File: src/hw/rtl/lerr_pkg.sv
package lerr_pkg;

  localparam int RING_RECORDS = 256;
  localparam int MAX_PER_READ = 64;
  localparam int RING_AW      = $clog2(RING_RECORDS);
  localparam int PEND_W       = RING_AW + 1;
  localparam int CNT_W        = 7;
  localparam int QUEUE_DEPTH  = 2;
  localparam int QAW          = $clog2(QUEUE_DEPTH);
  localparam int QCW          = $clog2(QUEUE_DEPTH + 1);

  localparam logic OP_WRITE = 1'b0;
  localparam logic OP_READ  = 1'b1;

  typedef struct packed {
    logic        op;
    logic [31:0] in_ticks;
    logic [31:0] in_seq;
    logic [31:0] in_kind;
    logic [31:0] in_context;
    logic [31:0] in_value;
    logic [31:0] in_previous;
    logic [31:0] reader_position;
    logic [6:0]  max_count;
  } lerr_item_t;

  typedef struct packed {
    logic [31:0] out_ticks;
    logic [31:0] out_seq;
    logic [31:0] out_kind;
    logic [31:0] out_context;
    logic [31:0] out_value;
    logic [31:0] out_previous;
    logic        record_valid;
    logic [31:0] lost_count;
    logic [31:0] next_position;
    logic        last;
  } lerr_result_t;

  typedef struct packed {
    logic [31:0] ticks;
    logic [31:0] seq;
    logic [31:0] kind;
    logic [31:0] context_w;
    logic [31:0] value;
    logic [31:0] previous;
  } lerr_rec_t;

  // One classified command, front to back.
  typedef struct packed {
    logic             is_write;
    lerr_rec_t        rec;
    logic             empty;
    logic [31:0]      start_pos;  // write count for writes, first position for reads
    logic [CNT_W-1:0] count;
    logic [31:0]      lost;
    logic [31:0]      reader;
  } lerr_cmd_t;

  typedef struct packed {
    logic      push;
    lerr_cmd_t cmd;
  } lerr_push_t;

endpackage

File: src/hw/rtl/lerr_queue.sv
module lerr_queue import lerr_pkg::*; (
  input  logic       clk,
  input  logic       rst,
  input  lerr_push_t push_in,
  output logic       full,
  input  logic       pop,
  output logic       empty,
  output lerr_cmd_t  head
);

  lerr_cmd_t        slots [QUEUE_DEPTH];
  logic [QAW-1:0]   wr_ptr;
  logic [QAW-1:0]   rd_ptr;
  logic [QCW-1:0]   fill;
  logic             do_push;
  logic             do_pop;

  assign full    = (fill == QCW'(QUEUE_DEPTH));
  assign empty   = (fill == '0);
  assign head    = slots[rd_ptr];
  assign do_push = push_in.push && !full;
  assign do_pop  = pop && !empty;

  always_ff @(posedge clk) begin
    if (do_push) begin
      slots[wr_ptr] <= push_in.cmd;
    end
  end

  always_ff @(posedge clk) begin
    if (rst) begin
      wr_ptr <= '0;
      rd_ptr <= '0;
      fill   <= '0;
    end else begin
      if (do_push) begin
        wr_ptr <= (wr_ptr == QAW'(QUEUE_DEPTH - 1)) ? '0 : wr_ptr + QAW'(1);
      end
      if (do_pop) begin
        rd_ptr <= (rd_ptr == QAW'(QUEUE_DEPTH - 1)) ? '0 : rd_ptr + QAW'(1);
      end
      case ({do_push, do_pop})
        2'b10:   fill <= fill + QCW'(1);
        2'b01:   fill <= fill - QCW'(1);
        default: fill <= fill;
      endcase
    end
  end

endmodule

File: config.mk
export PLATFORM = sky130hd
export DESIGN_NAME = lerr_queue
export DESIGN_NICKNAME = d
export VERILOG_FILES = /design/src/hw/rtl/lerr_pkg.sv /design/src/hw/rtl/lerr_queue.sv
export SDC_FILE = /design/constraint.sdc
export NUM_CORES = 1
export LEC_CHECK = 0
export BUFFER_PORTS_ARGS = -buffer_cell sky130_fd_sc_hd__buf_4
export CAP_MARGIN = 20
export CORE_AREA = 2 2 236 238
export DETAILED_ROUTE_END_ITERATION = 7
export DIE_AREA = 0 0 238 240
export GPL_TIMING_DRIVEN = 1
export HOLD_SLACK_MARGIN = 0.08
export PLACE_DENSITY = 0.69
export REMOVE_ABC_BUFFERS = 1
export SLEW_MARGIN = 20
export SYNTH_ARGS = -nofsm -noshare
export SYNTH_HDL_FRONTEND = slang
export SYNTH_SLANG_ARGS = --single-unit
File: constraint.sdc
create_clock -name clk -period 8.6 [get_ports clk]
set_clock_uncertainty 0.15 [all_clocks]
set_input_delay 0.86 -clock clk [delete_from_list [all_inputs] [get_ports clk]]
set_output_delay 0.86 -clock clk [all_outputs]
set_load 0.01 [all_outputs]
Yosys cells after proc, flatten, opt, wreduce, memory -nomap -nowiden
Memories as Yosys holds them, arrays and structs flattened. A register that Yosys moved wholly into a read port is not among the register bits.
Index checks and enable logic that the tools add are counted.
Widths: inputs -> output; s select.
{"block": "word_totals", "in_bits": 301, "ff_bits": 4, "mem_count": 1, "output_inout_bits": 299, "ram_bits": 594, "word_cells": 24}
{"block": "classes", "n_reduce_logical": 6, "mux": 7, "n_eq_ne": 3, "add_sub_neg": 4}
{"memory": "slots", "words": 2, "width": 297, "read_ports": 1, "rd_ports_with_merged_regs": 1, "write_ports": 1, "line": "lerr_queue.sv:11", "rtl": "lerr_cmd_t slots [QUEUE_DEPTH];"}
{"cell": "$mux 1", "n": 6}
{"cell": "$eq 2x2->1 const B", "n": 2}
{"cell": "$pmux 2 s2", "n": 1}
{"cell": "$add 1x1->1 const B", "n": 2}
{"cell": "$add 2x1->2 const B", "n": 1}
{"cell": "$eq 2x1->1 const B", "n": 1}
{"cell": "$logic_and 1x1->1", "n": 2}
{"cell": "$logic_not 1->1", "n": 2}
{"cell": "$logic_not 2->1", "n": 1}
{"cell": "$reduce_bool 2->1", "n": 1}
{"cell": "$sub 2x1->2 const B", "n": 1}

Longest topological paths before layout
{"block": "logic_depth", "depth_word": 5, "ltp_mapped": 6, "depth_no_buf": 6}

Worst setup path after synthesis
OpenSTA, ideal clock, no wires.
{"block": "synth_timing", "path_type": "input port to flip-flop", "start": "input port push_in[297] (netlist bit)", "end": "memory slots[1][0] (netlist bit), enable pin", "setup_time_ps": 698, "required_ps": 7752, "arrival_time_ps": 7665, "cell_stages": 1, "path_slack_ps": 87, "path_buffers": 0, "path_cell_list": "and3_1"}
{"block": "synth_between", "elab_chain_cells": 3}
{"element": "start, declared", "line": "lerr_queue.sv:4", "rtl": "input lerr_push_t push_in,"}
{"element": "$logic_and 1x1->1", "line": "lerr_queue.sv:21", "rtl": "assign do_push = push_in.push && !full;"}
{"element": "$mux 1", "line": "lerr_queue.sv:25", "rtl": "if (do_push) begin"}
{"element": "$mux 1 (implied by the code)", "line": "lerr_queue.sv:26", "rtl": "slots[wr_ptr] <= push_in.cmd;"}
{"element": "end, declared", "line": "lerr_queue.sv:11"}
Every way passes these cells.

==> run_results.csv <==
group,metric,value,unit
status,outcome,"finished, final reports clean",
logic_synthesis,synth_edf_count,594,
drt,vias,11175,
placement,globalplace.congestion,0.827,
floorplan,die_area,0.0571,mm^2
logic_synthesis,synthArstFlopShare,0,%
sta,fmax,236,MHz
critical_path,cp_slowest_cell,"buf_4",
placement,place_ws,5.00,ns
critical_path,path_common_cell,"buf_4",
placement,numPortBuffers,599,
drt,ant_nets,0,
sta,slew_violations,0,
sta,tns,0,ns
finish,layout-drive-gt1-share,60.8,%
logic_synthesis,synth.area.top_cells,"edfxtp_1 (82%), mux2_2 (15%), buf_4 (0.73%)",
critical_path,crit_path_start_kind,"flop",
clocking,cts_buffers,59,
critical_path,critPathBufInv,3,
sta,fin_crit,4.24,ns
critical_path,r2r-start,"fill[0]$_SDFFE_PP0P_",
power_and_ir_drop,p_seq_share,44.2,%
global_routing,track_usage,16.3,%
finish,area_growth,32.6,%
critical_path,cp_top_family,"buffers and inverters",
critical_path,path_cells,"buf_4 > buf_12 > mux2_2 > buf_4",
power_and_ir_drop,p_clk_share,28.2,%
power_and_ir_drop,total_power,8.57,mW
logic_synthesis,synth_area,0.0217,mm^2
global_routing,antenna_found_initial,2,
power_and_ir_drop,switching_power,2.30,mW
power_and_ir_drop,p_per_area,298,mW/mm^2
drt,drt_iter0_drc,458,
clocking,ctsHoldBuffers,0,
drt,viasPerCell,4.79,
sta,hold_viol,0,
critical_path,rr_worst_depth,5,
sta,finalCritPeriodShare,49.3,%
clocking,cts_root_buf,"clkbuf_16",
clocking,clockBufferDepth,3,
sta,setup_ws,4.36,ns
logic_synthesis,synth.most_common_cell,"edfxtp_1",
worst_hold_path,holdPathEnd,"slots[1][216]$_DFFE_PP_",
global_routing,grt_pass1_vias,11864,
floorplan,rows,86,
clocking,clock-sinks,599,
logic_synthesis,synth_cell_types,19,
finish,instances_no_fill,2335,
clocking,htreeDepth,2,
sta,finalSetupViolations,0,
floorplan,core,0.0547,mm^2
floorplan,ios,600,
critical_path,crit-reg2reg-capture,"slots[0][202]$_DFFE_PP_",
power_and_ir_drop,power_frac_comb,27.5,%
sta,grt_setup_unrepaired,"false",
floorplan,die-width,238,um
flow_run,max_cap_violations,0,
logic_synthesis,synthTopCellsByCount,"edfxtp_1 (594), mux2_2 (297), buf_4 (21), buf_2 (7)",
logic_synthesis,yosysTopAreaCell,"edfxtp_1",
critical_path,crit_arrival,3.23,ns
global_routing,grt_overflow,0,
critical_path,crit_required,7.59,ns
finish,multiInputGateArea,0.00346,mm^2
placement,place_inst,2228,
power_and_ir_drop,vdd_drop_max,286,uV
worst_hold_path,hold_path_depth,1,
logic_synthesis,avgSynthCellArea,22.8,um^2
logic_synthesis,yosysSeqAreaShare,82.8,%
clocking,clock_latency,0.60,ns
power_and_ir_drop,power.internal,6.27,mW
critical_path,critPathMaxFanout,143,
worst_hold_path,hp-start,"push_in[216]",
drt,wl_per_cell,21.1,um
critical_path,worstSetupPathType,"flop to output pin",
finish,fin_nets,1887,
drt,drt_wl_total,49400,um
finish,fillers,4321,
drt,dr.pass1.iters,6,
sta,relSlewSlack,27.3,%
placement,dp_hpwl,33400,um
clocking,cts_setup_buffers,0,
finish,final-seq-area,0.0179,mm^2
logic_synthesis,ys_ff_latch,599,
clocking,tritoncts,"done",
critical_path,crit_path_end_kind,"output pin",
critical_path,cpPeakStageDelay,0.63,ns
clocking,clk_pin_slew_worst_paths,0.06,ns
logic_synthesis,yosys_warnings,0,
logic_synthesis,synth_top_cell_area_share,82.4,%
floorplan,start_util,39.6,%
critical_path,r2r_slack,5.43,ns
sta,tightest_slew,1.09,ns
worst_hold_path,hold_class,"input pin to flop",
power_and_ir_drop,switching_share,26.8,%
logic_synthesis,synthFlopType,"edfxtp_1",
floorplan,die_y,240,um
global_routing,grt_pass1_wl,70000,um
drt,drcViolationCount,0,
global_routing,grt_max_degree,165,
clocking,cts_resized,0,
logic_synthesis,synth_cells,950,
power_and_ir_drop,power_leakage,10.6,nW
area by class of cell:
class,count,area share (%)
inverter,3,0.0654
sequential,599,62.5
multi-input combinational,315,12.1
timing repair buffer,607,16.0
antenna,1,0.00871
tap,704,3.07
clock inverter,34,0.854
clock buffer,72,5.46
flip-flops by register name, indices dropped and copies added (netlist names), named ones only:
register and cells:
fill 2, rd_ptr 1, slots 594, wr_ptr 1
power groups by stage:
stage	clock (mW)	combinational (mW)	sequential (mW)
after floorplan	0	1.27	4.07
after detailed placement	0	2.39	3.86
after global routing	2.60	2.52	3.82
after CTS	2.48	2.40	3.79
final	2.42	2.36	3.79
after global placement	0	2.38	3.84
worst max path at each step:
| stage | slack (ns) | startpoint | depth (start not counted) | end |
|---|---|---|---|---|
| after floorplan | -0.20 | flop | 1 | head[0] |
| final | 4.36 | flop | 4 | head[94] |
| after global placement | 5.01 | push_in[297] | 5 | slots[0][164]$_DFFE_PP_ |
| after global routing | 4.20 | flop | 4 | head[94] |
| after CTS | 4.33 | flop | 4 | head[170] |
| after detailed placement | 5.00 | flop | 4 | head[170] |
cell families (layout without fill, tap and decap cells):
logic type	Yosys count	in the layout	share of synthesized area (%)
other cells	0	1	0
flops	599	599	82.8
fa+ha+maj	1	1	0.0578
simple gates	9	9	0.214
buf+inv	36	716	1.20
mux	297	297	15.4
xor+xnor	3	3	0.121
compound gates	5	5	0.127
metal layers:
metal	global-route usage, %	up-vias	wire (um)
li1	-	5079	-
met1	17.2	5540	17200
met2	28.9	438	25500
met3	6.19	116	4560
met4	7.75	2	1990
met5	0	-	13
cell usage in the layout, fill, tap and decap left out:
| cell type | instances |
|---|---|
| clkbuf_1 | 11 |
| buf_12 | 3 |
| nand2_1 | 1 |
| mux2_2 | 297 |
| diode_2 | 1 |
| clkinv_2 | 13 |
| clkinv_4 | 2 |
| nand2b_2 | 1 |
| edfxtp_1 | 594 |
| clkinvlp_4 | 2 |
| xor2_1 | 1 |
| buf_4 | 603 |
| inv_6 | 1 |
| ha_1 | 1 |
| bufinv_16 | 3 |
| inv_1 | 1 |
| xnor2_1 | 2 |
| nor2_1 | 4 |
| clkinv_1 | 13 |
| o21a_1 | 1 |
| buf_6 | 1 |
| clkbuf_16 | 61 |
| a21oi_1 | 2 |
| or3_1 | 2 |
| inv_8 | 1 |
| and3_4 | 1 |
| inv_2 | 1 |
| dfxtp_4 | 1 |
| dfxtp_1 | 4 |
| o21ai_0 | 2 |
through the flow:
stage | util [%] | area [um^2] | hold WS [ns]
2_1_floorplan | - | 21400 | 0.302
3_3_place_gp | 49.2 | 26900 | 0.322
3_5_place_dp | 49.2 | 26900 | 0.335
4_1_cts | 52.5 | 28700 | 0.241
5_1_grt | 52.5 | 28700 | 0.254
6_report | 52.5 | 28700 | 0.288
Power figures use the tool's default switching activity.
