==> src/hw/rtl/lerr_pkg.sv <==
package lerr_pkg;

  localparam int RING_RECORDS = 256;
  localparam int MAX_PER_READ = 64;
  localparam int RING_AW      = $clog2(RING_RECORDS);
  localparam int PEND_W       = RING_AW + 1;
  localparam int CNT_W        = 7;
  localparam int QUEUE_DEPTH  = 2;
  localparam int QAW          = $clog2(QUEUE_DEPTH);
  localparam int QCW          = $clog2(QUEUE_DEPTH + 1);

  localparam logic OP_WRITE = 1'b0;
  localparam logic OP_READ  = 1'b1;

  typedef struct packed {
    logic        op;
    logic [31:0] in_ticks;
    logic [31:0] in_seq;
    logic [31:0] in_kind;
    logic [31:0] in_context;
    logic [31:0] in_value;
    logic [31:0] in_previous;
    logic [31:0] reader_position;
    logic [6:0]  max_count;
  } lerr_item_t;

  typedef struct packed {
    logic [31:0] out_ticks;
    logic [31:0] out_seq;
    logic [31:0] out_kind;
    logic [31:0] out_context;
    logic [31:0] out_value;
    logic [31:0] out_previous;
    logic        record_valid;
    logic [31:0] lost_count;
    logic [31:0] next_position;
    logic        last;
  } lerr_result_t;

  typedef struct packed {
    logic [31:0] ticks;
    logic [31:0] seq;
    logic [31:0] kind;
    logic [31:0] context_w;
    logic [31:0] value;
    logic [31:0] previous;
  } lerr_rec_t;

  // One classified command, front to back.
  typedef struct packed {
    logic             is_write;
    lerr_rec_t        rec;
    logic             empty;
    logic [31:0]      start_pos;  // write count for writes, first position for reads
    logic [CNT_W-1:0] count;
    logic [31:0]      lost;
    logic [31:0]      reader;
  } lerr_cmd_t;

  typedef struct packed {
    logic      push;
    lerr_cmd_t cmd;
  } lerr_push_t;

endpackage

==> src/hw/rtl/lerr_front.sv <==
module lerr_front import lerr_pkg::*; (
  input  logic       clk,
  input  logic       rst,
  input  logic       start,
  input  lerr_item_t item,
  input  logic       q_full,
  output logic       busy,
  input  logic       cfg_valid,
  output logic       cfg_ready,
  input  logic       cfg_data,
  output lerr_push_t push_out
);

  logic              usable;
  logic [31:0]       wcount;
  logic              accept;
  logic [31:0]       span;
  logic              over;
  logic [PEND_W-1:0] pending;
  logic [CNT_W-1:0]  limit;
  logic [31:0]       cnt32;
  logic [31:0]       lost;

  assign busy      = q_full;
  assign cfg_ready = 1'b1;
  assign accept    = start && !busy;

  always_ff @(posedge clk) begin
    if (rst) begin
      usable <= 1'b0;
      wcount <= '0;
    end else begin
      if (cfg_valid && cfg_ready) begin
        usable <= cfg_data;
      end
      if (accept && item.op == OP_WRITE) begin
        wcount <= wcount + 32'd1;
      end
    end
  end

  // Distance from reader to writer; anything past the ring size was overwritten.
  always_comb begin
    span  = wcount - item.reader_position;
    over  = span > 32'(RING_RECORDS);
    lost  = (usable && over) ? (span - 32'(RING_RECORDS)) : '0;
    if (!usable) begin
      pending = '0;
    end else if (over) begin
      pending = PEND_W'(RING_RECORDS);
    end else begin
      pending = span[PEND_W-1:0];
    end
    limit = (32'(item.max_count) > 32'(MAX_PER_READ)) ? CNT_W'(MAX_PER_READ)
                                                        : item.max_count;
    cnt32 = (32'(pending) < 32'(limit)) ? 32'(pending) : 32'(limit);
  end

  always_comb begin
    push_out.push               = accept;
    push_out.cmd.is_write       = (item.op == OP_WRITE);
    push_out.cmd.rec.ticks      = item.in_ticks;
    push_out.cmd.rec.seq        = item.in_seq;
    push_out.cmd.rec.kind       = item.in_kind;
    push_out.cmd.rec.context_w  = item.in_context;
    push_out.cmd.rec.value      = item.in_value;
    push_out.cmd.rec.previous   = item.in_previous;
    push_out.cmd.count          = cnt32[CNT_W-1:0];
    push_out.cmd.empty          = (cnt32 == 32'd0);
    push_out.cmd.lost           = lost;
    push_out.cmd.reader         = item.reader_position;
    push_out.cmd.start_pos      = (item.op == OP_WRITE) ? wcount
                                                        : (wcount - 32'(pending));
  end

endmodule

==> config.mk <==
export PLATFORM = sky130hd
export DESIGN_NAME = lerr_front
export DESIGN_NICKNAME = d
export VERILOG_FILES = /design/src/hw/rtl/lerr_pkg.sv /design/src/hw/rtl/lerr_front.sv
export SDC_FILE = /design/constraint.sdc
export NUM_CORES = 1
export LEC_CHECK = 0
export BUFFER_PORTS_ARGS = -buffer_cell sky130_fd_sc_hd__buf_2
export CAP_MARGIN = 0
export CORE_AREA = 8 8 203 205
export DETAILED_ROUTE_END_ITERATION = 7
export DIE_AREA = 0 0 211 213
export MAX_ROUTING_LAYER = met4
export SLEW_MARGIN = 25
export SYNTH_ARGS = -nofsm -noshare
export SYNTH_HDL_FRONTEND = slang
export SYNTH_SLANG_ARGS = --single-unit
==> constraint.sdc <==
create_clock -name clk -period 8.77 [get_ports clk]
set_input_delay 0 -clock clk [delete_from_list [all_inputs] [get_ports clk]]
set_output_delay 0 -clock clk [all_outputs]
set_load 0.03 [all_outputs]
# --- After elaboration in Yosys (flattened, before gate mapping) ---
# Cells that the tools add are included.
totals:
  reg_bits: 33
  inputBits: 238
  output_inout_bits: 300
  elab_cells: 21
classes:
  add_sub_neg: 4
  order_cmp: 3
  n_mux: 6
  n_bitwise: 1
  n_reduce_logical: 5
ops:
  columns: ["operator", "count"]
  rows:
  - ["32-bit two-way mux", 2]
  - ["32-bit by 1-bit adder with 32-bit output, second input constant", 1]
  - ["32-bit by 9-bit > comparator with 1-bit output, second input constant", 1]
  - ["32-bit zero test", 1]
  - ["32-bit subtractor", 1]
  - ["32-bit by 9-bit subtractor with 32-bit output", 1]
  - ["32-bit by 9-bit subtractor with 32-bit output, second input constant", 1]
  - ["9-bit two-way mux", 3]
  - ["9-bit by 7-bit < comparator with 1-bit output", 1]
  - ["7-bit > comparator, second input constant", 1]
  - ["7-bit two-way mux", 1]
  - ["1-bit logical AND", 3]
  - ["1-bit zero test", 1]
  - ["1-bit inverter", 1]

# --- Logic depth before layout (Yosys ltp) ---
# Gate-level depths: netlist (run 1).
depth:
  depth_word: 7
  mapped_depth: 29
  mapped_depth_nobuf: 28

# --- Worst setup path after synthesis (run 1) ---
# OpenSTA, ideal clock, no wires.
synth_timing:
  kind: "register -> output"
  from: "register wcount[0]"
  to: "output port push_out[92] (netlist name)"
  arrival_time_ps: 6531
  path_slack_ps: 2239
  stages_incl_launch_ff: 28
  cell_sequence: "dfxtp_1 -> inv_1 -> ha_1 -> fa_1 -> nand2b_1 -> a211o_1 -> a2111o_1 -> a21boi_1 -> o21ai_1 -> xnor2_1 -> or4b_1 -> buf_2 -> nor4_4 -> nand3_2 -> buf_6 -> or2_1 -> ha_1 -> nor2b_1 -> o21ai_0 -> a21boi_0 -> o21ai_0 -> a21boi_0 -> o21ai_0 -> a21boi_0 -> o21ai_0 -> clkbuf_1 -> nand4_1 -> xnor2_1"
synth_lines:
  columns: ["element", "line_no", "text"]
  rows:
  - ["start, declared", "lerr_front.sv:15", "logic [31:0] wcount;"]
  - ["start signal, assigned", "lerr_front.sv:37", "wcount <= wcount + 32'd1;"]
  - ["end, declared", "lerr_front.sv:11", "output lerr_push_t push_out"]

==> summary.txt, run 1 <==
Global route
  • Vias in the first global route: 6542
  • GR Overflow Total: 0
  • Initial antenna violation count: 0
  • Largest net degree at the start of global routing: 34
  • Global-route wire length before repair: about 38000 µm
  • Total track usage: 0.111

Clock network
  • Post-CTS setup buffer count: 0
  • Post-CTS Resized: 0
  • Clock transition at path regs: 50 ps
  • # clock sinks: 33
  • H-tree levels: 2
  • CTS Buf Count: 5
  • CTS Buffer Depth: 2
  • Hold buffer count at cts: 0
  • Root Buffer: clkbuf_16
  • CTS tree: built
  • Worst-Skew Late Latency: ~280 ps

Synth
  • Post-synth EDFFs: 0
  • Post-synth top flop: dfxtp_1
  • Syn avg cell area: around 7 µm²
  • Mapped Cells: 1040
  • Syn Nets: 1329
  • Ys Warns: 0
  • Asr flop ratio synth: 0
  • Synth Cell Area: around 0.0073 mm²
  • Synthesized flop and latch total: 33
  • Synth cell types: 78
  • Post-synthesis sequential area ratio: 0.0909

STA
  • Max frequency: 0.125 GHz
  • Worst Slack Setup Final: 789 ps
  • Clock skew: ~3.6 ps
  • Worst-margin pin slew: between 800 and 900 ps
  • Setup Viol. Count Final: 0
  • RSZ-0062 raised after global routing: false
  • Max Slew Vio Count: 0
  • Final worst path period share: 0.910
  • Setup TNS: 0 ps
  • Final hold vios: 0
  • Fin crit period: 7980 ps
  • Slew headroom: 0.404

Drt
  • Avg WL per Cell: 17.4 µm
  • DRC viols: 0
  • Vias post-DR: 6441
  • Drt pass-1 iters: 5
  • Antenna viol nets, final: 0
  • Routed WL: 25400 µm
  • Drt via density: 4.43
  • Initial DRC count: 253

Worst setup path
  • Setup CP Type: reg2out
  • CP endpoint kind: output port
  • WP data arrival: around 8000 ps
  • CP required: 8770 ps
  • Startpoint Class: flip-flop
  • Highest fanout seen on the critical path: 21

Layout
  • Area growth from synthesis to layout: -3.68%
  • # nets final: 1225
  • Share of layout cells above drive strength 1: 0.202
  • Diode count: 0
  • Commonest cells after routing, fill and taps aside: buf_2, nor2_1, nand2_1, inv_1, ha_1
  • Commonest non-fill, non-tap cell in the layout: buf_2

Die
  • Full die area: 0.0449 mm²
  • Die height: between 200 and 250 µm
  • Total core area: 0.0381 mm²
  • Placement Rows: 72
  • # IOs: 538
  • Die W: 211 µm
  • Initial Utilization: 0.191

Worst hold path
  • Worst min-delay path class: in2out

Place
  • Place WS: 1070 ps
  • Final Wtd Congestion: 0.872
  • Post-DP HPWL: 21900 µm
  • IO buf count: 152

Run status
  • Status: complete, no violations

Power and ir drop
  • Leak: 3.08 nW
  • Pwr Density: 75.6 mW/mm²
  • Max VDD drop: 0.0000555 V
  • Power Total: between 500 and 600 µW

Job
  • Max-cap violations: 0
cell usage after synthesis (6+ instances only):
cell	instances	area, µm²
nand4_1	20	125
a21oi_1	48	240
ha_1	49	613
o21ai_0	38	190
and3_1	6	37.5
xor2_1	41	359
xnor2_1	45	394
inv_1	49	184
a21o_1	10	75.1
clkbuf_1	27	101
nor4_1	7	43.8
o211ai_1	11	82.6
nor2b_1	14	87.6
buf_2	8	40.0
and2_1	6	37.5
nor3_1	30	150
nand2_1	76	285
buf_4	227	1700
nand3_1	25	125
o32ai_2	6	97.6
nor2_1	117	439
or2_1	7	43.8
or3_1	17	106
nand2b_1	8	50.1
a211oi_1	7	52.6
dfxtp_1	33	661
critical path, cell delays in order (launching register included):
cell and delay [ps]:
dfxtp_1 390, inv_1 100, ha_1 230, fa_1 410
nand2b_1 180, a211o_1 320, a2111o_1 560, a21boi_1 220
o21ai_1 110, xnor2_1 220, or4b_1 690, nor4_4 490
nand3_2 460, nor2_1 240, ha_1 200, inv_1 60
fa_1 400, nand2_1 80, nand2_1 50, a21oi_1 210
o21ai_0 120, a21oi_1 270, o21ai_0 130, a21oi_1 310
o21ai_1 330, nor4b_1 480, xor2_1 190, buf_2 230
per-layer routing:
layer	share of wire	global-route usage	up-vias
met4	0.054	0.0676	0
met1	0.41	0.118	2955
met3	0.083	0.0339	96
met5	0	-	-
li1	-	-	3123
met2	0.46	0.179	267
power by group:
part	switching, mW	internal (mW)	total, mW
clock	0.0632	0.120	0.183
combinational	0.134	0.0602	0.194
sequential	0.00141	0.151	0.152
total	0.199	0.331	0.529
cell type report:
cell class                      count  area (µm²)
Inverter                           51         191
Fill cell                        4343       31100
Clock inverter                      1        5.00
Timing Repair Buffer              155         783
Multi-Input combinational cell    690        4560
Tap cell                          518         648
Sequential cell                    33         661
Clock buffer                        7         153
registers in the layout, summed over array words and instances, names as in the netlist:
name,cells
usable,1
wcount,32
kinds of logic (layout without fill, tap and decap cells):
family          after synthesis  count (layout)  share of synthesized area
mux                           7               7                     0.0102
simple gates                366             366                      0.251
flops                        33              33                     0.0909
compound gates              179             179                      0.171
other cells                   1               1                   0.000516
xor+xnor                     86              86                      0.104
fa+ha+maj                    51              51                     0.0898
buf+inv                     317             214                      0.283
stage by stage:
step                      instance area, µm²  cells   util  hold slack, ps
final                                   7000   1455  0.184          0.0116
after CTS                               7000   1455  0.184           0.205
after detailed placement                6840   1447  0.180           0.205
after global routing                    7000   1455  0.184          0.0434
after floorplan                         7270   1040      -             132
after global placement                  6840   1447  0.180           0.205
path summary, 6_finish.rpt:
check / startpoint / to / slack, ps / cells past startpoint
setup / recovery: wcount[0] / push_out[91] / 790 / 27
hold reg to reg: wcount[24] / wcount[24] / 590 / 2
setup reg to reg: wcount[1] / wcount[29] / 6190 / 8
hold / removal: item[92] / push_out[157] / 0.01 / 0
No activity file was read; power rests on OpenSTA's default activity.
==> inputs of run 2 (changes only) <==
--- a/constraint.sdc
+++ b/constraint.sdc
@@ -3,2 +3,2 @@
 set_output_delay 0 -clock clk [all_outputs]
-set_load 0.03 [all_outputs]
+set_load 0.005 [all_outputs]
==> summary.txt, run 2 (synthesis results as in run 1) <==
Clock network
  • Hold buffer count at cts: 0 (unchanged)
  • Post-CTS setup buffer count: 0 (unchanged)
  • CTS Buf Count: 5 (unchanged)
  • Worst-Skew Late Latency: 280 ps (about the same)
  • H-tree levels: 2 (unchanged)
  • CTS tree: built
  • # clock sinks: 33 (unchanged)
  • Clock transition at path regs: 50 ps (about the same)
  • CTS Buffer Depth: 2 (unchanged)
  • Root Buffer: clkbuf_16
  • Post-CTS Resized: 0 (unchanged)

Power and ir drop
  • Max VDD drop: 0.0000560 V (+0.83%)
  • Pwr Density: 69.6 mW/mm² (-8.0%)
  • Leak: 3.07 nW (-0.18%)

Layout
  • Share of layout cells above drive strength 1: 0.201 (-0.000853)
  • Largest regs: wcount: 32 flops, usable: 1 flops
  • Commonest cells after routing, fill and taps aside: buf_2, nor2_1, nand2_1, inv_1, ha_1
  • Area growth from synthesis to layout: -3.75% (about the same)
  • Finished Layout Cells: 1455 (unchanged)
  • # nets final: 1224 (-0.082%)
  • Largest register FFs: 32 (unchanged)
  • Top reg by flops: wcount
  • Commonest non-fill, non-tap cell in the layout: buf_2

Die
  • Placement Rows: 72 (unchanged)
  • Initial Utilization: 0.191 (unchanged)
  • Full die area: 0.0449 mm² (unchanged)
  • Die W: 211 µm (unchanged)
  • # IOs: 538 (unchanged)
  • Total core area: 0.0381 mm² (unchanged)
  • Die height: 213 µm (unchanged)

Drt
  • Vias post-DR: 6358 (-1.3%)
  • Drt via density: 4.37 (-1.3%)
  • Initial DRC count: 359 (+42%)
  • Drt pass-1 iters: 4 (-1)
  • Antenna viol nets, final: 0 (unchanged)
  • DRC viols: 0 (unchanged)
  • Routed WL: 25200 µm (-0.49%)
  • Avg WL per Cell: 17.4 µm (-0.49%)

Place
  • Final Wtd Congestion: 0.874 (+0.28%)
  • Post-DP HPWL: 21900 µm (+0.33%)
  • IO buf count: 152 (unchanged)
  • DP Cell Count: 1446 (-0.069%)

Global route
  • GRT busiest layer: met2
  • Met2 Use GR: 0.182 (+0.00324)
  • GR Overflow Total: 0 (unchanged)
  • Initial antenna violation count: 1 (+1)
  • Met3 Usage GRT: 0.0327 (-0.00117)
  • Global-route wire length before repair: 37600 µm (-0.55%)
  • Vias in the first global route: 6414 (-2.0%)
  • M1 GR Usage: 0.119 (+0.000721)
  • Largest net degree at the start of global routing: 34 (unchanged)
  • Total track usage: 0.110 (-0.000121)

STA
  • Fin crit period: 7830 ps (-153 ps)
  • Setup TNS: 0 ps (unchanged)
  • Max frequency: 0.128 GHz (+2.0%)
  • RSZ-0062 raised after global routing: false
  • Clock skew: 5.39 ps (+1.75 ps)
  • Worst-margin pin slew: 901 ps (+18.1 ps)
  • Setup Viol. Count Final: 0 (unchanged)
  • Slew headroom: 0.396 (-0.00789)
  • Final worst path period share: 0.893 (-0.0174)
  • Hold slack: 0.00143 ps (-0.0102 ps)
  • Max Slew Vio Count: 0 (unchanged)
  • Final hold vios: 0 (unchanged)

Job
  • Max-cap violations: 0 (unchanged)

Worst hold path
  • Worst min-delay path class: in2out

Worst setup path
  • Startpoint Class: flip-flop
  • WP data arrival: 7830 ps (-150 ps)
  • Highest fanout seen on the critical path: 21 (unchanged)
  • Setup CP Type: reg2out
  • CP required: 8770 ps (about the same)
  • CP endpoint kind: output port

Run status
  • Status: complete, no violations
-- run 2: cell count changes in the layout (fill, tap and decap cells not counted) --
| cell | before | now |
|---|---|---|
| buf_4 | 3 | 2 |
| diode_2 | 0 | 1 |
-- run 2: area by class of cell --
class	instances	area, µm²
Multi-Input combinational cell	690	4560
Fill cell	4340	31100
Sequential cell	33	661
Tap cell	518	648
Clock inverter	1	5.00
Timing Repair Buffer	154	776
Clock buffer	7	153
Antenna cell	1	2.50
Inverter	51	191
-- run 2: layer usage --
| layer | wire length (µm) | vias up |
|---|---|---|
| met2 | 11700 | 236 |
| met3 | 1910 | 95 |
| li1 | - | 3122 |
| met1 | 10500 | 2905 |
| met4 | 1160 | 0 |
| met5 | 0 | - |
-- run 2: worst max-delay path, cell delays in order (launching register included) --
cell	delay, ps
dfxtp_1	380
inv_1	100
ha_1	220
fa_1	410
nand2b_1	180
a211o_1	320
a2111o_1	560
a21boi_1	210
o21ai_1	110
xnor2_1	220
or4b_1	690
nor4_4	500
nand3_2	460
nor2_1	240
ha_1	200
inv_1	50
fa_1	390
nand2_1	80
nand2_1	60
a21oi_1	210
o21ai_0	110
a21oi_1	280
o21ai_0	120
a21oi_1	310
o21ai_1	330
nor4b_1	470
xor2_1	180
buf_2	140
-- run 2: worst paths after layout --
path / from / to / slack (ps) / cells after the start
setup / recovery: wcount[0] / push_out[91] / 940 / 27
hold / removal: item[89] / push_out[154] / 0.001 / 0
setup reg to reg: wcount[1] / wcount[29] / 6170 / 8
hold reg to reg: wcount[0] / wcount[0] / 590 / 2
-- run 2: metrics by stage --
stage / cell area [µm²] / worst slack (ps) / total power, mW / utilization
2_1_floorplan: 7270 / 2610 / 0.327 / -
3_3_place_gp: 6840 / 1360 / 0.309 / 0.179
3_5_place_dp: 6840 / 1210 / 0.310 / 0.179
4_1_cts: 6990 / 883 / 0.495 / 0.184
5_1_grt: 7000 / 143 / 0.515 / 0.184
6_report: 7000 / 942 / 0.487 / 0.184
-- run 2: power breakdown --
group          internal [mW]  switching (mW)
Combinational         0.0595          0.0928
Clock                  0.120          0.0622
Sequential             0.151         0.00141
